<file path="config.mk">
export PLATFORM = sky130hd
export DESIGN_NAME = date_day_number_converter_unit
export DESIGN_NICKNAME = d
export VERILOG_FILES = /design/src/rtl/dnc_pkg.sv /design/src/rtl/dnc_to_day.sv /design/src/rtl/dnc_to_date.sv /design/src/rtl/date_day_number_converter_unit.sv
export VERILOG_INCLUDE_DIRS = /design/src /design/src/rtl
export SDC_FILE = /design/constraint.sdc
export NUM_CORES = 2
export LEC_CHECK = 0
export BUFFER_PORTS_ARGS = -buffer_cell sky130_fd_sc_hd__buf_2
export CORE_ASPECT_RATIO = 1.1
export CORE_MARGIN = 2
export CORE_UTILIZATION = 40
export CTS_CLUSTER_SIZE = 28
export DETAILED_ROUTE_END_ITERATION = 6
export PLACE_DENSITY = 0.67
export SLEW_MARGIN = 20
export SYNTH_ARGS = -nofsm -noshare
export SYNTH_HDL_FRONTEND = slang
export SYNTH_HIERARCHICAL = 1
export SYNTH_SLANG_ARGS = --single-unit
</file>
<file path="constraint.sdc">
create_clock -name clk -period 15.4 [get_ports clk]
set_clock_uncertainty 0.15 [all_clocks]
set_input_delay 1.54 -clock clk [delete_from_list [all_inputs] [get_ports clk]]
set_output_delay 1.54 -clock clk [all_outputs]
set_load 0.05 [all_outputs]
</file>
<file path="src/rtl/date_day_number_converter_unit_defines.svh">
// Assertion macros shared by the converter RTL.
`ifndef DATE_DAY_NUMBER_CONVERTER_UNIT_DEFINES_SVH
`define DATE_DAY_NUMBER_CONVERTER_UNIT_DEFINES_SVH

// Same-cycle implication, checked on every rising edge outside reset.
`define DNC_ASSERT_IMPL(name, ante, cons, msg) \
    name: assert property (@(posedge clk) disable iff (!rst_n) (ante) |-> (cons)) \
        else $error(msg);

// Next-cycle implication, checked on every rising edge outside reset.
`define DNC_ASSERT_NEXT(name, ante, cons, msg) \
    name: assert property (@(posedge clk) disable iff (!rst_n) (ante) |=> (cons)) \
        else $error(msg);

`endif

</file>
<file path="src/rtl/dnc_pkg.sv">
package dnc_pkg;

    typedef enum logic
    {
        ACT_TO_DAY  = 1'b0,
        ACT_TO_DATE = 1'b1
    } dnc_action_t;

    typedef struct packed
    {
        logic        action;
        logic [13:0] year_in;
        logic [3:0]  month_in;
        logic [4:0]  day_in;
        logic [22:0] day_number_in;
    } dnc_req_t;

    typedef struct packed
    {
        logic [22:0] day_number_out;
        logic [13:0] year_out;
        logic [3:0]  month_out;
        logic [4:0]  day_out;
        logic        valid_res;
    } dnc_res_t;

    // Register stages in each conversion path.
    localparam int unsigned STAGES = 9;

    localparam logic [22:0] DN_MIN      = 23'd1721426;
    localparam logic [22:0] DN_MAX      = 23'd5373484;
    localparam logic [13:0] YEAR_MAX    = 14'd9999;
    localparam logic [22:0] JDN_OFS     = 23'd32044;
    localparam logic [23:0] DATE_OFS    = 24'd32045;
    localparam logic [14:0] YEAR_BIAS   = 15'd4800;
    localparam logic [24:0] PERIOD_400Y = 25'd146097;
    localparam logic [17:0] PERIOD_4Y   = 18'd1461;

    // Reciprocals for division by constants.
    localparam logic [22:0] RCP_400Y = 23'((64'd1 << 40) / 64'd146097);
    localparam logic [21:0] RCP_4Y   = 22'((64'd1 << 32) / 64'd1461);
    localparam logic [12:0] RCP_153  = 13'(((64'd1 << 20) + 64'd152) / 64'd153);
    localparam logic [14:0] RCP_25   = 15'(((64'd1 << 19) + 64'd24) / 64'd25);

    // Days before the start of a month, counted from March.
    function automatic logic [8:0] month_offset(input logic [3:0] m);
        logic [8:0] r;
        case (m)
            4'd0:    r = 9'd0;
            4'd1:    r = 9'd31;
            4'd2:    r = 9'd61;
            4'd3:    r = 9'd92;
            4'd4:    r = 9'd122;
            4'd5:    r = 9'd153;
            4'd6:    r = 9'd184;
            4'd7:    r = 9'd214;
            4'd8:    r = 9'd245;
            4'd9:    r = 9'd275;
            4'd10:   r = 9'd306;
            4'd11:   r = 9'd337;
            default: r = 9'd0;
        endcase
        return r;
    endfunction

    function automatic logic [4:0] month_length(input logic [3:0] mo, input logic leap);
        logic [4:0] r;
        case (mo)
            4'd1, 4'd3, 4'd5, 4'd7, 4'd8, 4'd10, 4'd12: r = 5'd31;
            4'd4, 4'd6, 4'd9, 4'd11:                    r = 5'd30;
            4'd2:                                       r = leap ? 5'd29 : 5'd28;
            default:                                    r = 5'd0;
        endcase
        return r;
    endfunction

endpackage

</file>
<file path="src/rtl/dnc_to_day.sv">
module dnc_to_day
    import dnc_pkg::*;
(
    input  logic     clk,
    input  logic     adv,
    input  dnc_req_t req,
    output dnc_res_t res
);

    logic        ok1_reg, ok1_next;
    logic [14:0] y1_reg, y1_next;
    logic [3:0]  m1_reg, m1_next;
    logic [13:0] yr1_reg;
    logic [3:0]  mo1_reg;
    logic [4:0]  dy1_reg;

    logic        ok2_reg;
    logic [14:0] y2_reg;
    logic [3:0]  m2_reg;
    logic [13:0] yr2_reg;
    logic [3:0]  mo2_reg;
    logic [4:0]  dy2_reg;
    logic [7:0]  qyr2_reg, qyr2_next;
    logic [8:0]  q1002_reg, q1002_next;
    logic [6:0]  q4002_reg, q4002_next;
    logic [26:0] pyr;
    logic [27:0] p100;
    logic [25:0] p400;

    logic        ok3_reg, ok3_next;
    logic [23:0] s13_reg, s13_next;
    logic [8:0]  s23_reg, s23_next;
    logic [8:0]  q1003_reg;
    logic [13:0] rem100;
    logic [13:0] c100;
    logic        leap;

    dnc_res_t    res4_reg, res4_next;
    logic [23:0] sum4;

    dnc_res_t    dly_reg [STAGES-4];

    always_comb
    begin
        logic a;
        a = (req.month_in <= 4'd2);
        ok1_next = (req.year_in != 14'd0) && (req.year_in <= YEAR_MAX) &&
                   (req.month_in != 4'd0) && (req.month_in <= 4'd12) &&
                   (req.day_in != 5'd0);
        y1_next  = 15'(req.year_in) + YEAR_BIAS - 15'(a);
        m1_next  = a ? req.month_in + 4'd9 : req.month_in - 4'd3;
    end

    always_comb
    begin
        pyr        = 27'(yr1_reg[13:2]) * 27'(RCP_25);
        p100       = 28'(y1_reg[14:2]) * 28'(RCP_25);
        p400       = 26'(y1_reg[14:4]) * 26'(RCP_25);
        qyr2_next  = pyr[26:19];
        q1002_next = p100[27:19];
        q4002_next = p400[25:19];
    end

    always_comb
    begin
        c100      = 14'(qyr2_reg) * 14'd100;
        rem100    = yr2_reg - c100;
        leap      = (yr2_reg[1:0] == 2'd0) && ((rem100 != 14'd0) || (qyr2_reg[1:0] == 2'd0));
        ok3_next  = ok2_reg && (dy2_reg <= month_length(mo2_reg, leap));
        s13_next  = 24'(y2_reg) * 24'd365 + 24'(y2_reg[14:2]);
        s23_next  = 9'(dy2_reg) + month_offset(m2_reg) + 9'(q4002_reg);
    end

    always_comb
    begin
        sum4      = s13_reg + 24'(s23_reg) - 24'(q1003_reg) - DATE_OFS;
        res4_next = '0;
        if (ok3_reg)
        begin
            res4_next.day_number_out = sum4[22:0];
            res4_next.valid_res      = 1'b1;
        end
    end

    always_ff @(posedge clk)
    begin
        if (adv)
        begin
            ok1_reg   <= ok1_next;
            y1_reg    <= y1_next;
            m1_reg    <= m1_next;
            yr1_reg   <= req.year_in;
            mo1_reg   <= req.month_in;
            dy1_reg   <= req.day_in;

            ok2_reg   <= ok1_reg;
            y2_reg    <= y1_reg;
            m2_reg    <= m1_reg;
            yr2_reg   <= yr1_reg;
            mo2_reg   <= mo1_reg;
            dy2_reg   <= dy1_reg;
            qyr2_reg  <= qyr2_next;
            q1002_reg <= q1002_next;
            q4002_reg <= q4002_next;

            ok3_reg   <= ok3_next;
            s13_reg   <= s13_next;
            s23_reg   <= s23_next;
            q1003_reg <= q1002_reg;

            res4_reg  <= res4_next;

            dly_reg[0] <= res4_reg;
            for (int i = 1; i < STAGES - 4; i++)
            begin
                dly_reg[i] <= dly_reg[i-1];
            end
        end
    end

    assign res = dly_reg[STAGES-5];

endmodule

</file>
<file path="src/rtl/dnc_to_date.sv">
module dnc_to_date
    import dnc_pkg::*;
(
    input  logic        clk,
    input  logic        adv,
    input  logic [22:0] day_number,
    output dnc_res_t    res
);

    logic        ok1_reg, ok1_next;
    logic [24:0] x1_reg, x1_next;
    logic [22:0] a1;

    logic        ok2_reg;
    logic [24:0] x2_reg;
    logic [7:0]  q2_reg, q2_next;
    logic [47:0] p2;

    logic        ok3_reg;
    logic [7:0]  q3_reg;
    logic [24:0] r3_reg, r3_next;
    logic [25:0] t3;

    logic        ok4_reg;
    logic [7:0]  b4_reg, b4_next;
    logic [17:0] x4_reg, x4_next;
    logic        ge4;
    logic [24:0] rr4;

    logic        ok5_reg;
    logic [7:0]  b5_reg;
    logic [17:0] x5_reg;
    logic [6:0]  q5_reg, q5_next;
    logic [39:0] p5;

    logic        ok6_reg;
    logic [7:0]  b6_reg;
    logic [6:0]  q6_reg;
    logic [17:0] r6_reg, r6_next;

    logic        ok7_reg;
    logic [7:0]  b7_reg;
    logic [6:0]  d7_reg, d7_next;
    logic [8:0]  e7_reg, e7_next;
    logic [10:0] x7_reg, x7_next;
    logic        ge7;
    logic [17:0] rr7;

    logic        ok8_reg;
    logic [7:0]  b8_reg;
    logic [6:0]  d8_reg;
    logic [8:0]  e8_reg;
    logic [3:0]  m8_reg, m8_next;
    logic [23:0] p8;

    dnc_res_t    res9_reg, res9_next;
    logic        wrap;
    logic [8:0]  day9;
    logic [14:0] year9;

    always_comb
    begin
        ok1_next = (day_number >= DN_MIN) && (day_number <= DN_MAX);
        a1       = day_number + JDN_OFS;
        x1_next  = {a1, 2'b11};
    end

    always_comb
    begin
        p2      = 48'(x1_reg) * 48'(RCP_400Y);
        q2_next = p2[47:40];
    end

    always_comb
    begin
        t3      = 26'(q2_reg) * 26'(PERIOD_400Y);
        r3_next = x2_reg - t3[24:0];
    end

    always_comb
    begin
        ge4     = (r3_reg >= PERIOD_400Y);
        rr4     = ge4 ? r3_reg - PERIOD_400Y : r3_reg;
        b4_next = q3_reg + 8'(ge4);
        x4_next = {rr4[17:2], 2'b11};
    end

    always_comb
    begin
        p5      = 40'(x4_reg) * 40'(RCP_4Y);
        q5_next = p5[38:32];
    end

    always_comb
    begin
        r6_next = x5_reg - 18'(q5_reg) * PERIOD_4Y;
    end

    always_comb
    begin
        ge7     = (r6_reg >= PERIOD_4Y);
        rr7     = ge7 ? r6_reg - PERIOD_4Y : r6_reg;
        d7_next = q6_reg + 7'(ge7);
        e7_next = rr7[10:2];
        x7_next = 11'(e7_next) * 11'd5 + 11'd2;
    end

    always_comb
    begin
        p8      = 24'(x7_reg) * 24'(RCP_153);
        m8_next = p8[23:20];
    end

    always_comb
    begin
        wrap      = (m8_reg >= 4'd10);
        day9      = e8_reg - month_offset(m8_reg) + 9'd1;
        year9     = 15'(b8_reg) * 15'd100 + 15'(d8_reg) + 15'(wrap) - YEAR_BIAS;
        res9_next = '0;
        if (ok8_reg)
        begin
            res9_next.year_out  = year9[13:0];
            res9_next.month_out = wrap ? m8_reg - 4'd9 : m8_reg + 4'd3;
            res9_next.day_out   = day9[4:0];
            res9_next.valid_res = 1'b1;
        end
    end

    always_ff @(posedge clk)
    begin
        if (adv)
        begin
            ok1_reg  <= ok1_next;
            x1_reg   <= x1_next;

            ok2_reg  <= ok1_reg;
            x2_reg   <= x1_reg;
            q2_reg   <= q2_next;

            ok3_reg  <= ok2_reg;
            q3_reg   <= q2_reg;
            r3_reg   <= r3_next;

            ok4_reg  <= ok3_reg;
            b4_reg   <= b4_next;
            x4_reg   <= x4_next;

            ok5_reg  <= ok4_reg;
            b5_reg   <= b4_reg;
            x5_reg   <= x4_reg;
            q5_reg   <= q5_next;

            ok6_reg  <= ok5_reg;
            b6_reg   <= b5_reg;
            q6_reg   <= q5_reg;
            r6_reg   <= r6_next;

            ok7_reg  <= ok6_reg;
            b7_reg   <= b6_reg;
            d7_reg   <= d7_next;
            e7_reg   <= e7_next;
            x7_reg   <= x7_next;

            ok8_reg  <= ok7_reg;
            b8_reg   <= b7_reg;
            d8_reg   <= d7_reg;
            e8_reg   <= e7_reg;
            m8_reg   <= m8_next;

            res9_reg <= res9_next;
        end
    end

    assign res = res9_reg;

endmodule

</file>
<file path="src/rtl/date_day_number_converter_unit.sv">
// Gregorian date and Julian day number converter.
// A request transaction on req carries an action and its operands: action
// ACT_TO_DAY checks year_in, month_in and day_in and returns the day number,
// action ACT_TO_DATE checks day_number_in and returns year, month and day.
// Each request produces exactly one result transaction on res, in order.
// A rejected request returns a result with every field zero.
// The datapath is a ten-stage pipeline: nine stages of arithmetic, set by
// the chain of reciprocal multiplies and remainder corrections on the day
// number path, followed by the output register. One request is taken every
// cycle while req_stall is low.
// Valid bits move with the data. When the receiver holds res_stall while a
// result is waiting, the whole pipeline freezes and req_stall rises in the
// same cycle, so nothing is dropped or repeated. Bubbles are held too.
// Reset clears all valid bits; the pipeline is empty and ready afterward.
`include "date_day_number_converter_unit_defines.svh"

module date_day_number_converter_unit
    import dnc_pkg::*;
(
    input  logic     clk,
    input  logic     rst_n,
    input  logic     req_valid,
    output logic     req_stall,
    input  dnc_req_t req,
    output logic     res_valid,
    input  logic     res_stall,
    output dnc_res_t res
);

    logic [STAGES-1:0] vld_reg;
    logic [STAGES-1:0] act_reg;
    logic              out_vld_reg;
    dnc_res_t          res_reg, res_next;
    dnc_res_t          day_res;
    dnc_res_t          date_res;
    logic              adv;

    logic              res_ok;
    logic              res_bad;
    logic              date_zero;
    logic              all_zero;
    logic              day_set;
    logic              date_set;
    logic              date_ok;
    logic [STAGES:0]   pipe_vld;

    assign req_stall = out_vld_reg && res_stall;
    assign adv       = !req_stall;

    dnc_to_day u_to_day
    (
        .clk (clk),
        .adv (adv),
        .req (req),
        .res (day_res)
    );

    dnc_to_date u_to_date
    (
        .clk        (clk),
        .adv        (adv),
        .day_number (req.day_number_in),
        .res        (date_res)
    );

    always_comb
    begin
        res_next = (act_reg[STAGES-1] == ACT_TO_DATE) ? date_res : day_res;
    end

    always_ff @(posedge clk or negedge rst_n)
    begin
        if (!rst_n)
        begin
            vld_reg     <= '0;
            out_vld_reg <= 1'b0;
        end
        else if (adv)
        begin
            vld_reg     <= {vld_reg[STAGES-2:0], req_valid};
            out_vld_reg <= vld_reg[STAGES-1];
        end
    end

    always_ff @(posedge clk)
    begin
        if (adv)
        begin
            act_reg <= {act_reg[STAGES-2:0], req.action};
            res_reg <= res_next;
        end
    end

    assign res_valid = out_vld_reg;
    assign res       = res_reg;

    assign res_ok    = res_valid && res.valid_res;
    assign res_bad   = res_valid && !res.valid_res;
    assign date_zero = (res.year_out == 14'd0) && (res.month_out == 4'd0) &&
                       (res.day_out == 5'd0);
    assign all_zero  = date_zero && (res.day_number_out == 23'd0);
    assign day_set   = res_ok && (res.day_number_out != 23'd0);
    assign date_set  = res_ok && (res.year_out != 14'd0);
    assign date_ok   = (res.month_out >= 4'd1) && (res.month_out <= 4'd12) &&
                       (res.day_out != 5'd0);
    assign pipe_vld  = {vld_reg, out_vld_reg};

    `DNC_ASSERT_IMPL(a_reject_zero, res_bad, all_zero, "rejected result is not all zero")
    `DNC_ASSERT_IMPL(a_day_only, day_set, date_zero, "day number result carries a date")
    `DNC_ASSERT_IMPL(a_date_range, date_set, date_ok, "converted date out of range")
    `DNC_ASSERT_NEXT(a_freeze, req_stall, $stable(pipe_vld), "pipeline moved while stalled")

endmodule

</file>
==> flow_metrics.env <==
export IMPL_die_area_sq_um=152100
export IMPL_rows=148
export IMPL_crit_type="reg -> reg"
export IMPL_dpl_cell_area_sq_um=62170
export IMPL_ys_types=94
export IMPL_synth_seq_area_share_pct=31.83
export IMPL_synth_edf_count=614
export IMPL_h_tree_depth=3
export IMPL_crit_path_max_incr_delay_ns=0.61
export IMPL_synth_ff_latch_count=638
export IMPL_syn_area_sq_um=59600
export IMPL_setup_viol=0
export IMPL_worst_ep_required_time_ns=15.66
export IMPL_synth_top_flop_cell="edfxtp_1"
export IMPL_grt_setup_unrepaired="no"
export IMPL_syn2layout_area_growth_pct=8.700
export IMPL_antenna_cells=0
export IMPL_track_usage_pct=15.63
export IMPL_reg2reg_setup_slack_ns=8.29
export IMPL_cp_slowest_cell="edfxtp_1"
export IMPL_dp_final_hpwl_um=93450
export IMPL_crit_chain="inv_1 -> ha_1 -> ha_1 -> fa_1 -> fa_1 -> inv_1 -> fa_1 -> inv_1 -> fa_1 -> inv_1 -> fa_1 -> ha_1 -> and4_1 -> o211ai_1 -> nor2_1 -> o31ai_1 -> a31oi_1 -> o41ai_2 -> o21bai_1 -> xor2_1"
export IMPL_dr_pass1_iters=5
export IMPL_vias_per_cell=4.786
export IMPL_grt_max_degree=180
export IMPL_synthTopCellsByCount="1217 x inv_1, 1031 x ha_1, 659 x fa_1"
export IMPL_tightest_slew_ns=1.044
export IMPL_synth_area_top_cells="edfxtp_1 31%, fa_1 22%, ha_1 22%, inv_1 7.7%, xnor2_1 2.1%"
export IMPL_antenna_found_initial=0
export IMPL_largest_reg_flops=120
export IMPL_worstRegToRegCells=20
export IMPL_post_cts_resized=0
export IMPL_post_route_period_util_pct=46.16
export IMPL_cts_setup_buffers=0
export IMPL_vias=34330
export IMPL_drcViolationCount=0
export IMPL_synth_top_area_cell="edfxtp_1"
export IMPL_postSynthCellCount=5019
export IMPL_drt_total_wl_um=113700
export IMPL_worstReg2RegStart="u_to_date/x1_reg[2]$_DFFE_PP_"
export IMPL_cp_common_cell="fa_1"
export IMPL_r2r_end="u_to_date/q2_reg[6]$_DFFE_PP_"
export IMPL_core_area_sq_um=148000
export IMPL_min_path_type="reg -> reg"
export IMPL_slew_headroom_pct=30.38
export IMPL_drive_above_1_share_pct=6.374
export IMPL_synth_async_reset_ratio_pct=1.567
export IMPL_maxSlewViolCount=0
export IMPL_hold_buffers=0
export IMPL_finalInstanceArea_sq_um=64780
export IMPL_arrival_ns=7.37
export IMPL_gp_congestion=0.8828
export IMPL_yosysTopAreaCellShare_pct=30.94
export IMPL_hold_violations=0
export IMPL_cts_made_buffers=75
export IMPL_outcome="complete, no violations"
export IMPL_die_w_um=372.0
export IMPL_grt_pass1_wl_um=190200
export IMPL_cp_depth=20
export IMPL_yosys_warnings=6
export IMPL_clk_pin_slew_worst_paths_ns=0.07
export IMPL_n_fill_cell=13580
export IMPL_ant_nets=0
export IMPL_pin_count=100
export IMPL_min_period_ns=7.108
export IMPL_crit_path_start="u_to_date/x1_reg[2]$_DFFE_PP_"
export IMPL_max_cap_viol_count=0
export IMPL_critPathBufInv=4
export IMPL_cts_sinks=638
export IMPL_initial_utilization_pct=40.28
export IMPL_grt_pass1_vias=37210
export IMPL_max_freq_ghz=0.1407
export IMPL_yosysMostFrequentCell="inv_1"
export IMPL_setup_tns_final_ns=0
export IMPL_cp_max_fo=10
export IMPL_die_h_um=408.8
export IMPL_fin_nets=6905
export IMPL_setup_worst_path_end_class="flop"
export IMPL_clock_latency_ns=0.67
export IMPL_drtIter0Drc=1404
export IMPL_postSynthAreaPerCell_sq_um=11.87
export IMPL_crit_end="u_to_date/q2_reg[6]$_DFFE_PP_"
export IMPL_cts_buffer_depth=3
export IMPL_critPathLaunchType="flop"
export IMPL_cts_tree="done"
export IMPL_grt_ovfl_total=0
export IMPL_clock_root_buffer="clkbuf_16"
export IMPL_crit_family="adder cells"
export IMPL_avgRoutedWirePerCell_um=15.84
export IMPL_io_buffers=99
[layout by cell type (no fill, tap or decap), types with 10 or more instances in the layout]
cell type / synthesis / routed
nor2b_1: 24 / 24
and2_1: 25 / 25
nor2_1: 155 / 155
o21ai_0: 79 / 79
a21o_1: 57 / 57
edfxtp_1: 614 / 614
nand2b_1: 26 / 26
and3_1: 22 / 22
xnor2_1: 141 / 141
o211ai_1: 16 / 16
o21bai_1: 29 / 29
nand2_1: 104 / 103
nor3_1: 54 / 54
clkinv_1: 1 / 11
a21oi_1: 147 / 147
bufinv_16: 0 / 12
or2_2: 11 / 11
buf_2: 1 / 99
fa_1: 659 / 659
xor2_1: 94 / 94
a31oi_1: 17 / 17
or3_1: 11 / 11
nand4_1: 25 / 25
dfxtp_1: 14 / 14
dfrtp_1: 10 / 10
clkinv_2: 0 / 12
o21a_1: 25 / 25
inv_1: 1217 / 1217
nand3_1: 58 / 58
mux2i_1: 10 / 10
a211oi_1: 24 / 24
nor4_1: 14 / 14
a211o_1: 11 / 11
clkbuf_1: 8 / 10
clkbuf_16: 0 / 75
mux2_2: 31 / 31
ha_1: 1031 / 1031
conb_1: 2 / 46
mux2_4: 30 / 30
[stage by stage]
stage / util, % / cells / setup WS, ns / hold WS [ns]
2_1_floorplan: - / 5063 / 8.778 / 0.2503
3_3_place_gp: 42.02 / 7037 / 8.345 / 0.2504
3_5_place_dp: 42.02 / 7037 / 8.306 / 0.2545
4_1_cts: 43.78 / 7174 / 8.307 / 0.2623
5_1_grt: 43.78 / 7174 / 8.028 / 0.2665
6_report: 43.78 / 7174 / 8.292 / 0.2632
[area by class of cell]
class                   count  area [sq um]  area share (%)
inverters                1218          4572           7.057
clock buffers              85          1914           2.955
clock inverters            52         696.9           1.076
well taps                1950          2440           3.766
multi-input cells        3122         35610           54.97
flip-flops and latches    638         18970           29.28
repair buffers            109         583.1          0.9000
[worst min path at each step]
stage	from	depth (start not counted)	slack (ns)	endpoint
after floorplan	act_reg[0]$_DFFE_PN_	0	0.25	act_reg[1]$_DFFE_PN_
after global routing	u_to_day/dy1_reg[2]$_DFFE_PP_	0	0.27	u_to_day/dy2_reg[2]$_DFFE_PP_
after global placement	u_to_day/dly_reg[0][71]$_DFFE_PP_	0	0.25	u_to_day/dly_reg[0][118]$_DFFE_PP_
after detailed placement	u_to_date/b4_reg[0]$_DFFE_PP_	0	0.25	u_to_date/b5_reg[0]$_DFFE_PP_
final	u_to_date/b5_reg[0]$_DFFE_PP_	0	0.26	u_to_date/b6_reg[0]$_DFFE_PP_
after CTS	u_to_date/b5_reg[0]$_DFFE_PP_	0	0.26	u_to_date/b6_reg[0]$_DFFE_PP_
[layer usage]
| layer | up-vias | share of wire [%] | track usage (%) |
|---|---|---|---|
| met4 | 0 | 2.1 | 3.719 |
| li1 | 16870 | - | - |
| met2 | 430 | 50 | 27.35 |
| met3 | 123 | 2.7 | 1.880 |
| met5 | - | 0 | 0 |
| met1 | 16910 | 46 | 20.49 |
[worst reg2reg max path, stage by stage (launching register included)]
cell      delay (ns)
edfxtp_1        0.61
inv_1           0.29
ha_1            0.47
ha_1            0.33
fa_1            0.51
fa_1            0.55
inv_1           0.05
fa_1            0.53
inv_1           0.06
fa_1            0.52
inv_1           0.05
fa_1            0.49
ha_1            0.36
and4_1          0.19
o211ai_1        0.11
nor2_1          0.08
o31ai_1         0.42
a31oi_1         0.29
o41ai_2         0.51
o21bai_1        0.13
xor2_1          0.15
[logic make-up (layout without fill, tap and decap cells)]
| logic type | after synthesis | after routing | share of synthesized area, % |
|---|---|---|---|
| fa+ha+maj | 1690 | 1690 | 43.78 |
| buf+inv | 1303 | 1464 | 8.729 |
| flops | 638 | 638 | 31.83 |
| simple gates | 566 | 566 | 4.751 |
| compound gates | 514 | 514 | 5.935 |
| xor+xnor | 235 | 235 | 3.454 |
| mux | 71 | 71 | 1.509 |
| other cells | 2 | 46 | 0.01260 |
Power is not shown: default switching activity piles up to over one toggle a cycle in this logic, so the estimate is an artifact.
